==> src/hdl/qrs_sqrt.sv <==
// Pipelined integer square root, one result bit per stage.
module qrs_sqrt #(
	parameter int IW = 66,
	parameter int SB = 8
) (
	input  logic            clk,
	input  logic            arst_n,
	input  logic            en,
	input  logic            in_valid,
	input  logic [IW-1:0]   in_rad,
	input  logic [SB-1:0]   in_sb,
	output logic            out_valid,
	output logic [IW/2-1:0] out_root,
	output logic [SB-1:0]   out_sb
);

	localparam int N = IW / 2;

	logic [IW-1:0] rad_s  [N];
	logic [IW-1:0] root_s [N];
	logic [SB-1:0] sb_s   [N];
	logic          vld_s  [N];

	for (genvar k = 0; k < N; k++) begin : g_step
		localparam logic [IW-1:0] BIT = {{(IW-1){1'b0}}, 1'b1} << (IW - 2 - 2 * k);
		logic [IW-1:0] rad_in, root_in, trial;
		logic [SB-1:0] sb_in;
		logic          v_in;

		if (k == 0) begin : g_first
			assign rad_in  = in_rad;
			assign root_in = '0;
			assign sb_in   = in_sb;
			assign v_in    = in_valid;
		end else begin : g_next
			assign rad_in  = rad_s[k-1];
			assign root_in = root_s[k-1];
			assign sb_in   = sb_s[k-1];
			assign v_in    = vld_s[k-1];
		end

		assign trial = root_in + BIT;

		always_ff @(posedge clk or negedge arst_n) begin
			if (!arst_n) begin
				vld_s[k] <= 1'b0;
			end else if (en) begin
				vld_s[k] <= v_in;
			end
		end

		always_ff @(posedge clk) begin
			if (en) begin
				if (rad_in >= trial) begin
					rad_s[k]  <= rad_in - trial;
					root_s[k] <= (root_in >> 1) + BIT;
				end else begin
					rad_s[k]  <= rad_in;
					root_s[k] <= root_in >> 1;
				end
				sb_s[k] <= sb_in;
			end
		end
	end

	assign out_valid = vld_s[N-1];
	assign out_root  = root_s[N-1][N-1:0];
	assign out_sb    = sb_s[N-1];

endmodule

==> config.mk <==
export PLATFORM = sky130hd
export DESIGN_NAME = qrs_sqrt
export DESIGN_NICKNAME = d
export VERILOG_FILES = /design/src/hdl/qrs_sqrt.sv
export SDC_FILE = /design/constraint.sdc
export NUM_CORES = 2
export LEC_CHECK = 0
export BUFFER_PORTS_ARGS = -buffer_cell sky130_fd_sc_hd__buf_2
export CAP_MARGIN = 30
export CORE_MARGIN = 1
export CORE_UTILIZATION = 28
export CTS_CLUSTER_SIZE = 24
export DETAILED_ROUTE_END_ITERATION = 12
export GPL_ROUTABILITY_DRIVEN = 0
export PLACE_DENSITY = 0.54
export SYNTH_ARGS = -nofsm -noshare
export SYNTH_HDL_FRONTEND = slang
export SYNTH_MEMORY_MAX_BITS = 65536
export SYNTH_SLANG_ARGS = --single-unit
==> constraint.sdc <==
create_clock -name clk -period 3.8 [get_ports clk]
set_clock_uncertainty 0.2 [all_clocks]
set_input_delay 0.76 -clock clk [delete_from_list [all_inputs] [get_ports clk]]
set_output_delay 0.76 -clock clk [all_outputs]
set_load 0.01 [all_outputs]
Word level (Yosys, flattened, before mapping)
Memories as Yosys holds them, arrays and structs flattened.
Index checks and enable logic that the tools add are counted.
{"block": "totals", "register_bits": 33, "latch_bits": 0, "ramBits": 4620, "romBits": 0, "input_bits": 78, "output_inout_bits": 42, "wordCells": 498, "n_memories": 3}
{"block": "classes", "addsub": 97, "mul": 0, "div_mod_pow": 0, "n_lt_le_gt_ge": 33, "eq_ne": 0, "n_shift": 0, "n_mux": 266, "bitwise_logic": 66, "n_reduce_logical": 0}
{"memory": "rad_s", "words": 33, "word_bits": 66, "read_ports": 32, "rd_clocked_by_memory_dff": 0, "wr": 33, "line_no": "19", "rtl": "logic [IW-1:0] rad_s [N];"}
{"memory": "root_s", "words": 33, "word_bits": 66, "read_ports": 33, "rd_clocked_by_memory_dff": 0, "wr": 33, "line_no": "20", "rtl": "logic [IW-1:0] root_s [N];"}
{"memory": "sb_s", "words": 33, "word_bits": 8, "read_ports": 33, "rd_clocked_by_memory_dff": 0, "wr": 33, "line_no": "21", "rtl": "logic [SB-1:0] sb_s [N];"}
{"cell": "two-way mux 66 bit", "n": 66}
{"cell": "greater-or-equal comparator 66 bit", "n": 32}
{"cell": "subtractor 66 bit", "n": 32}
{"cell": "two-way mux 1 bit", "n": 200}
{"cell": "adder 65 x 1 -> 66 bit (second input constant)", "n": 1}
{"cell": "adder 65 x 11 -> 66 bit (second input constant)", "n": 1}
{"cell": "adder 65 x 13 -> 66 bit (second input constant)", "n": 1}
{"cell": "adder 65 x 15 -> 66 bit (second input constant)", "n": 1}
{"cell": "adder 65 x 17 -> 66 bit (second input constant)", "n": 1}
{"cell": "adder 65 x 19 -> 66 bit (second input constant)", "n": 1}
{"cell": "adder 65 x 21 -> 66 bit (second input constant)", "n": 1}
{"cell": "adder 65 x 23 -> 66 bit (second input constant)", "n": 1}
{"cell": "adder 65 x 25 -> 66 bit (second input constant)", "n": 1}
{"cell": "adder 65 x 27 -> 66 bit (second input constant)", "n": 1}
{"cell": "adder 65 x 29 -> 66 bit (second input constant)", "n": 1}
{"cell": "adder 65 x 3 -> 66 bit (second input constant)", "n": 1}
{"cell": "adder 65 x 31 -> 66 bit (second input constant)", "n": 1}
{"cell": "adder 65 x 33 -> 66 bit (second input constant)", "n": 1}
{"cell": "adder 65 x 35 -> 66 bit (second input constant)", "n": 1}
{"cell": "adder 65 x 37 -> 66 bit (second input constant)", "n": 1}
{"cell": "adder 65 x 39 -> 66 bit (second input constant)", "n": 1}
{"cell": "adder 65 x 41 -> 66 bit (second input constant)", "n": 1}
{"cell": "adder 65 x 43 -> 66 bit (second input constant)", "n": 1}
{"cell": "adder 65 x 45 -> 66 bit (second input constant)", "n": 1}
{"cell": "47 further kinds", "n": 112}

Longest topological paths before layout
An unclocked memory read counts as a cell.
{"block": "logic_depth", "word_depth": 7, "depth_mapped": 16, "depth_no_buf": 13}

Worst setup path after synthesis
Ideal clock, no wire load.
{"block": "synth_timing", "path_kind": "input to register", "start": "in en", "end": "mem rad_s[30][0] (enable)", "setup_ns": 0.490, "t_arrival_ns": 4.719, "t_required_ns": 3.110, "path_slack_ns": -1.609, "cell_stages": 6, "n_path_buf": 6, "cell_sequence": "clkbuf_1 -> clkbuf_1 -> clkbuf_1 -> clkbuf_1 -> clkbuf_1 -> clkbuf_1"}
{"element": "start: declaration", "line_no": "8", "rtl": "input logic en,"}
{"element": "end: declaration", "line_no": "19"}

==> impl_summary.md <==
Run status
The flow ran to the end, but the final reports show violations. The final reports fail on design-rule violations, negative setup slack.

Floorplanning
The height of the die is 703 um. The die covers 0.494 mm2. In this run the horizontal extent of the chip is 703 um. Pin placement for this block handled 120 I/O pins. After floorplanning, the core was divided into 257 placement rows.

After floorplanning, the core was sized to cover 0.489 mm2. Once the floorplan was initialized, standard cells occupied 28.1% of the core.

Detailed routing
The total number of vias is 86600. The final layout contains routed wiring with a total length of 318000 um. In the routed layout, each cell is associated on average with a via count of 4.58. The first detailed-routing pass ran for 11 iterations.

In the final routed layout, each cell accounts on average for 16.8 um. The detailed router's first-iteration violation count is 5042. For this run, design rule violations remaining after detail routing come to 4. The detail route stage leaves a number of antenna-violating nets equal to 0.

Yosys
Synthesis produced a netlist with a net count of 11300. The dominant cell type by area after synthesis is edfxtp_1. Ranked by instance count, the synthesized netlist is headed by 2937 x edfxtp_1, 808 x nand2_1, 712 x inv_1. After synthesis the cells add up to 0.138 mm2. The top cell type by area accounts for 64.1% of the synthesized area. The average cell area after synthesis is 12.9 um2. Counting distinct cell types in the post-synthesis netlist gives 83. The count of synthesis-stage warnings from yosys is 0. The sequential element share of the synthesized area is 64.7%. The predominant post-synthesis flop cell is edfxtp_1. The most common cell in the netlist is edfxtp_1.

Counting flops and latches in the post-synthesis netlist gives 2970. Yosys mapped a number of flops with a built-in enable equal to 2937. After synthesis, the share of flip-flops with an asynchronous set or reset is 1.11%. Ranked by total cell area, the synthesized netlist is headed by edfxtp_1 64%, ha_1 5.4%, xor2_1 3.1%, xnor2_1 3.0%, o21ai_0 2.3%. The post-synthesis cell count is 10600.

Critical path
Data on the critical path arrives at its endpoint at 4530 ps. The launching point of the worst reg2reg path is rad_s[18][45]. Walking the worst path, the cells encountered are ha_4 > nand4_1 > or2_4 > nor4_4 > nand4_1 > or4_1 > o211a_1 > buf_6 > a21o_1 > a311o_1 > buf_6 > nor3_4 > xor2_1.

The biggest fanout along the worst timing path is 5. The critical path in this run is classified as flip-flop to flip-flop. The largest stage delay on the critical path is 570 ps.

The number of buffers and inverters on the critical path is 2. The worst-path cell with the longest stage delay is or4_1. Tracing the worst setup path back leads to its startpoint at rad_s[18][45]. The worst setup path is launched from a flip-flop. The cell class contributing the biggest share of worst-path delay is simple AND/OR/NAND/NOR gates. STA classifies the critical path endpoint as a flip-flop. The data required time at the worst endpoint is 4290 ps.

Min path
The path class of the lowest-slack min-delay path is flip-flop to flip-flop. The worst hold path begins at sb_s[0][116].

Final layout
The filler cells instantiated in the layout total 47800. The final cell count without fillers is 18900. The synthesis-to-layout area growth is 22.5%. At the end of the flow, the number of nets in the layout was 12800. The total area of sequential cells is 0.0890 mm2. The final design area excluding fillers is 0.168 mm2. In the final layout, the share of cells above drive strength 1 is 18.3%. The multi-input combinational cells in the finished layout cover a total of 0.0469 mm2.

Clock network
The number of buffers created by CTS is 315. Counting along the longest clock path gives a buffer depth of 4. CTS saw 2970 sinks.

The library cell used as clock root buffer is clkbuf_16. After clock tree synthesis, the clock-pin slew on the worst setup and hold paths is 60 ps. TritonCTS built the clock tree. The maximum level of the CTS H-tree is 5.

The clock latency on the worst-skew pair is 960 ps.

Power
Cell internal power was estimated by the tool at 0.0688 W. The switching power total is 0.0273 W. The worst-case IR drop observed on VDD is 392 uV. The switching power share of the total is 28.4%. The ratio of total power to cell area is 570 mW/mm2.

Combinational logic is responsible for 22.5% of the overall power. The clock network accounts for 31.9% of the total power. The sequential share of power is 45.6%. The leakage component of the power is 63.1 nW.

Global route
The maximum number of pins on one net before global-route repair is 196. In the global route stage, overall resource usage came out at 12.4%. The first global-routing pass estimated 484000 um of wire. The total overflow reported by the global router is 0. The number of global-route vias before repair came to 88600. The initial antenna violation count is 4.

STA
The final hold violation count came to 0. For this run, the top clock speed supported by timing is 247 MHz. Setup repair after global routing could not meet its margin everywhere. Summed over all failing endpoints, the final setup total negative slack is -2630 ps. The number of pins exceeding their max-slew limit in the final report is 0. The worst path in the final design needs a cycle of 4040 ps, including I/O delays and setup. The number of failing setup endpoints in the final timing report is 26. The slack of the critical path is -241 ps. The worst hold slack across all endpoints is 183 ps. The slew at the pin with the worst max-slew slack is 1050 ps. The final clock period utilization by the worst path is 106%. The remaining max-slew budget at the tightest pin is 30.2%.

Place
The worst slack after detailed placement is -574 ps. The placement-stage cell area is 0.155 mm2. The post-DP HPWL is 240000 um. The count of buffers added on input and output ports is 119. Counting tap cells, the placed design contains a total of 18200 instances.

Run
Max-cap violations in this run came to 0.
==> sequential cells by signal, indices dropped and copies added, names as in the netlist <==
register and cells:
g_step.v_in 32, out_valid 1, rad_s 2112, root_s 561, sb_s 264
==> power groups by stage <==
stage	Clock (W)	Sequential [W]	Combinational (W)
finish	0.0306	0.0438	0.0216
global route	0.0327	0.0443	0.0238
CTS	0.0315	0.0438	0.0212
detailed placement	0	0.0445	0.0207
global placement	0	0.0445	0.0204
floorplan	0	0.0435	0.0133
==> through the flow <==
| stage | total power (W) | util (%) |
|---|---|---|
| after floorplan | 0.0568 | - |
| after global placement | 0.0649 | 31.6 |
| after detailed placement | 0.0651 | 31.6 |
| after CTS | 0.0965 | 34.1 |
| after global routing | 0.101 | 34.4 |
| final | 0.0961 | 34.4 |
==> metal layers <==
layer,part of all wire (%),routed length (um),vias up,GRT usage [%]
met3,2.8,8930,880,1.48
li1,-,-,43000,-
met4,7.2,22800,0,7.94
met5,0,0,-,0
met2,54,173000,1598,24.6
met1,36,113000,41100,11.9
==> what timing repair did <==
action,in CTS,in global routing
hold buffers,76,0
pin swaps,72,79
hold endpoints to repair,108,0
setup buffers,29,38
setup endpoints to repair,253,378
resized for setup,174,233
gates cloned,2,1
==> kinds of logic after synthesis <==
kind of cell	count (synthesis)	synth area share, %
and+or+nand+nor	3134	11.8
DFF	2970	64.7
AOI/OAI and AO/OA	1940	8.69
buffers and inverters	964	2.63
xor gates and xnor gates	952	6.06
adders and majority gates	591	5.38
muxes	94	0.760
==> final cells by class <==
type | count | share of cell area [%]
antenna | 5 | 0.00743
clock buffer | 373 | 4.85
clock inverter | 198 | 1.23
inverter | 715 | 1.60
multi-input combinational | 6711 | 27.9
sequential | 2970 | 52.9
tap | 6475 | 4.81
timing repair buffer | 1466 | 6.79
==> final timing paths <==
| kind | cells after the start | end | slack (ps) |
|---|---|---|---|
| min in group asynchronous | 2 | out_valid | 220 |
| worst min register to register | 0 | sb_s[0][124] | 180 |
| worst min-delay path | 0 | sb_s[0][124] | 180 |
| worst max register to register | 13 | rad_s[19][59] | -240 |
| worst max-delay path | 13 | rad_s[19][59] | -240 |
| max in group asynchronous | 2 | g_step[10].v_in | 2710 |
==> layout by cell type, fill, tap and decap left out, types with 320 or more instances in the layout <==
cell type / n
nor2_1: 564
nor4_1: 320
xnor2_1: 464
edfxtp_1: 2937
buf_4: 1219
o21ai_0: 611
inv_1: 707
xor2_1: 484
ha_1: 568
a21oi_1: 487
nand2_1: 803
No activity file was read; power rests on OpenSTA's default activity.
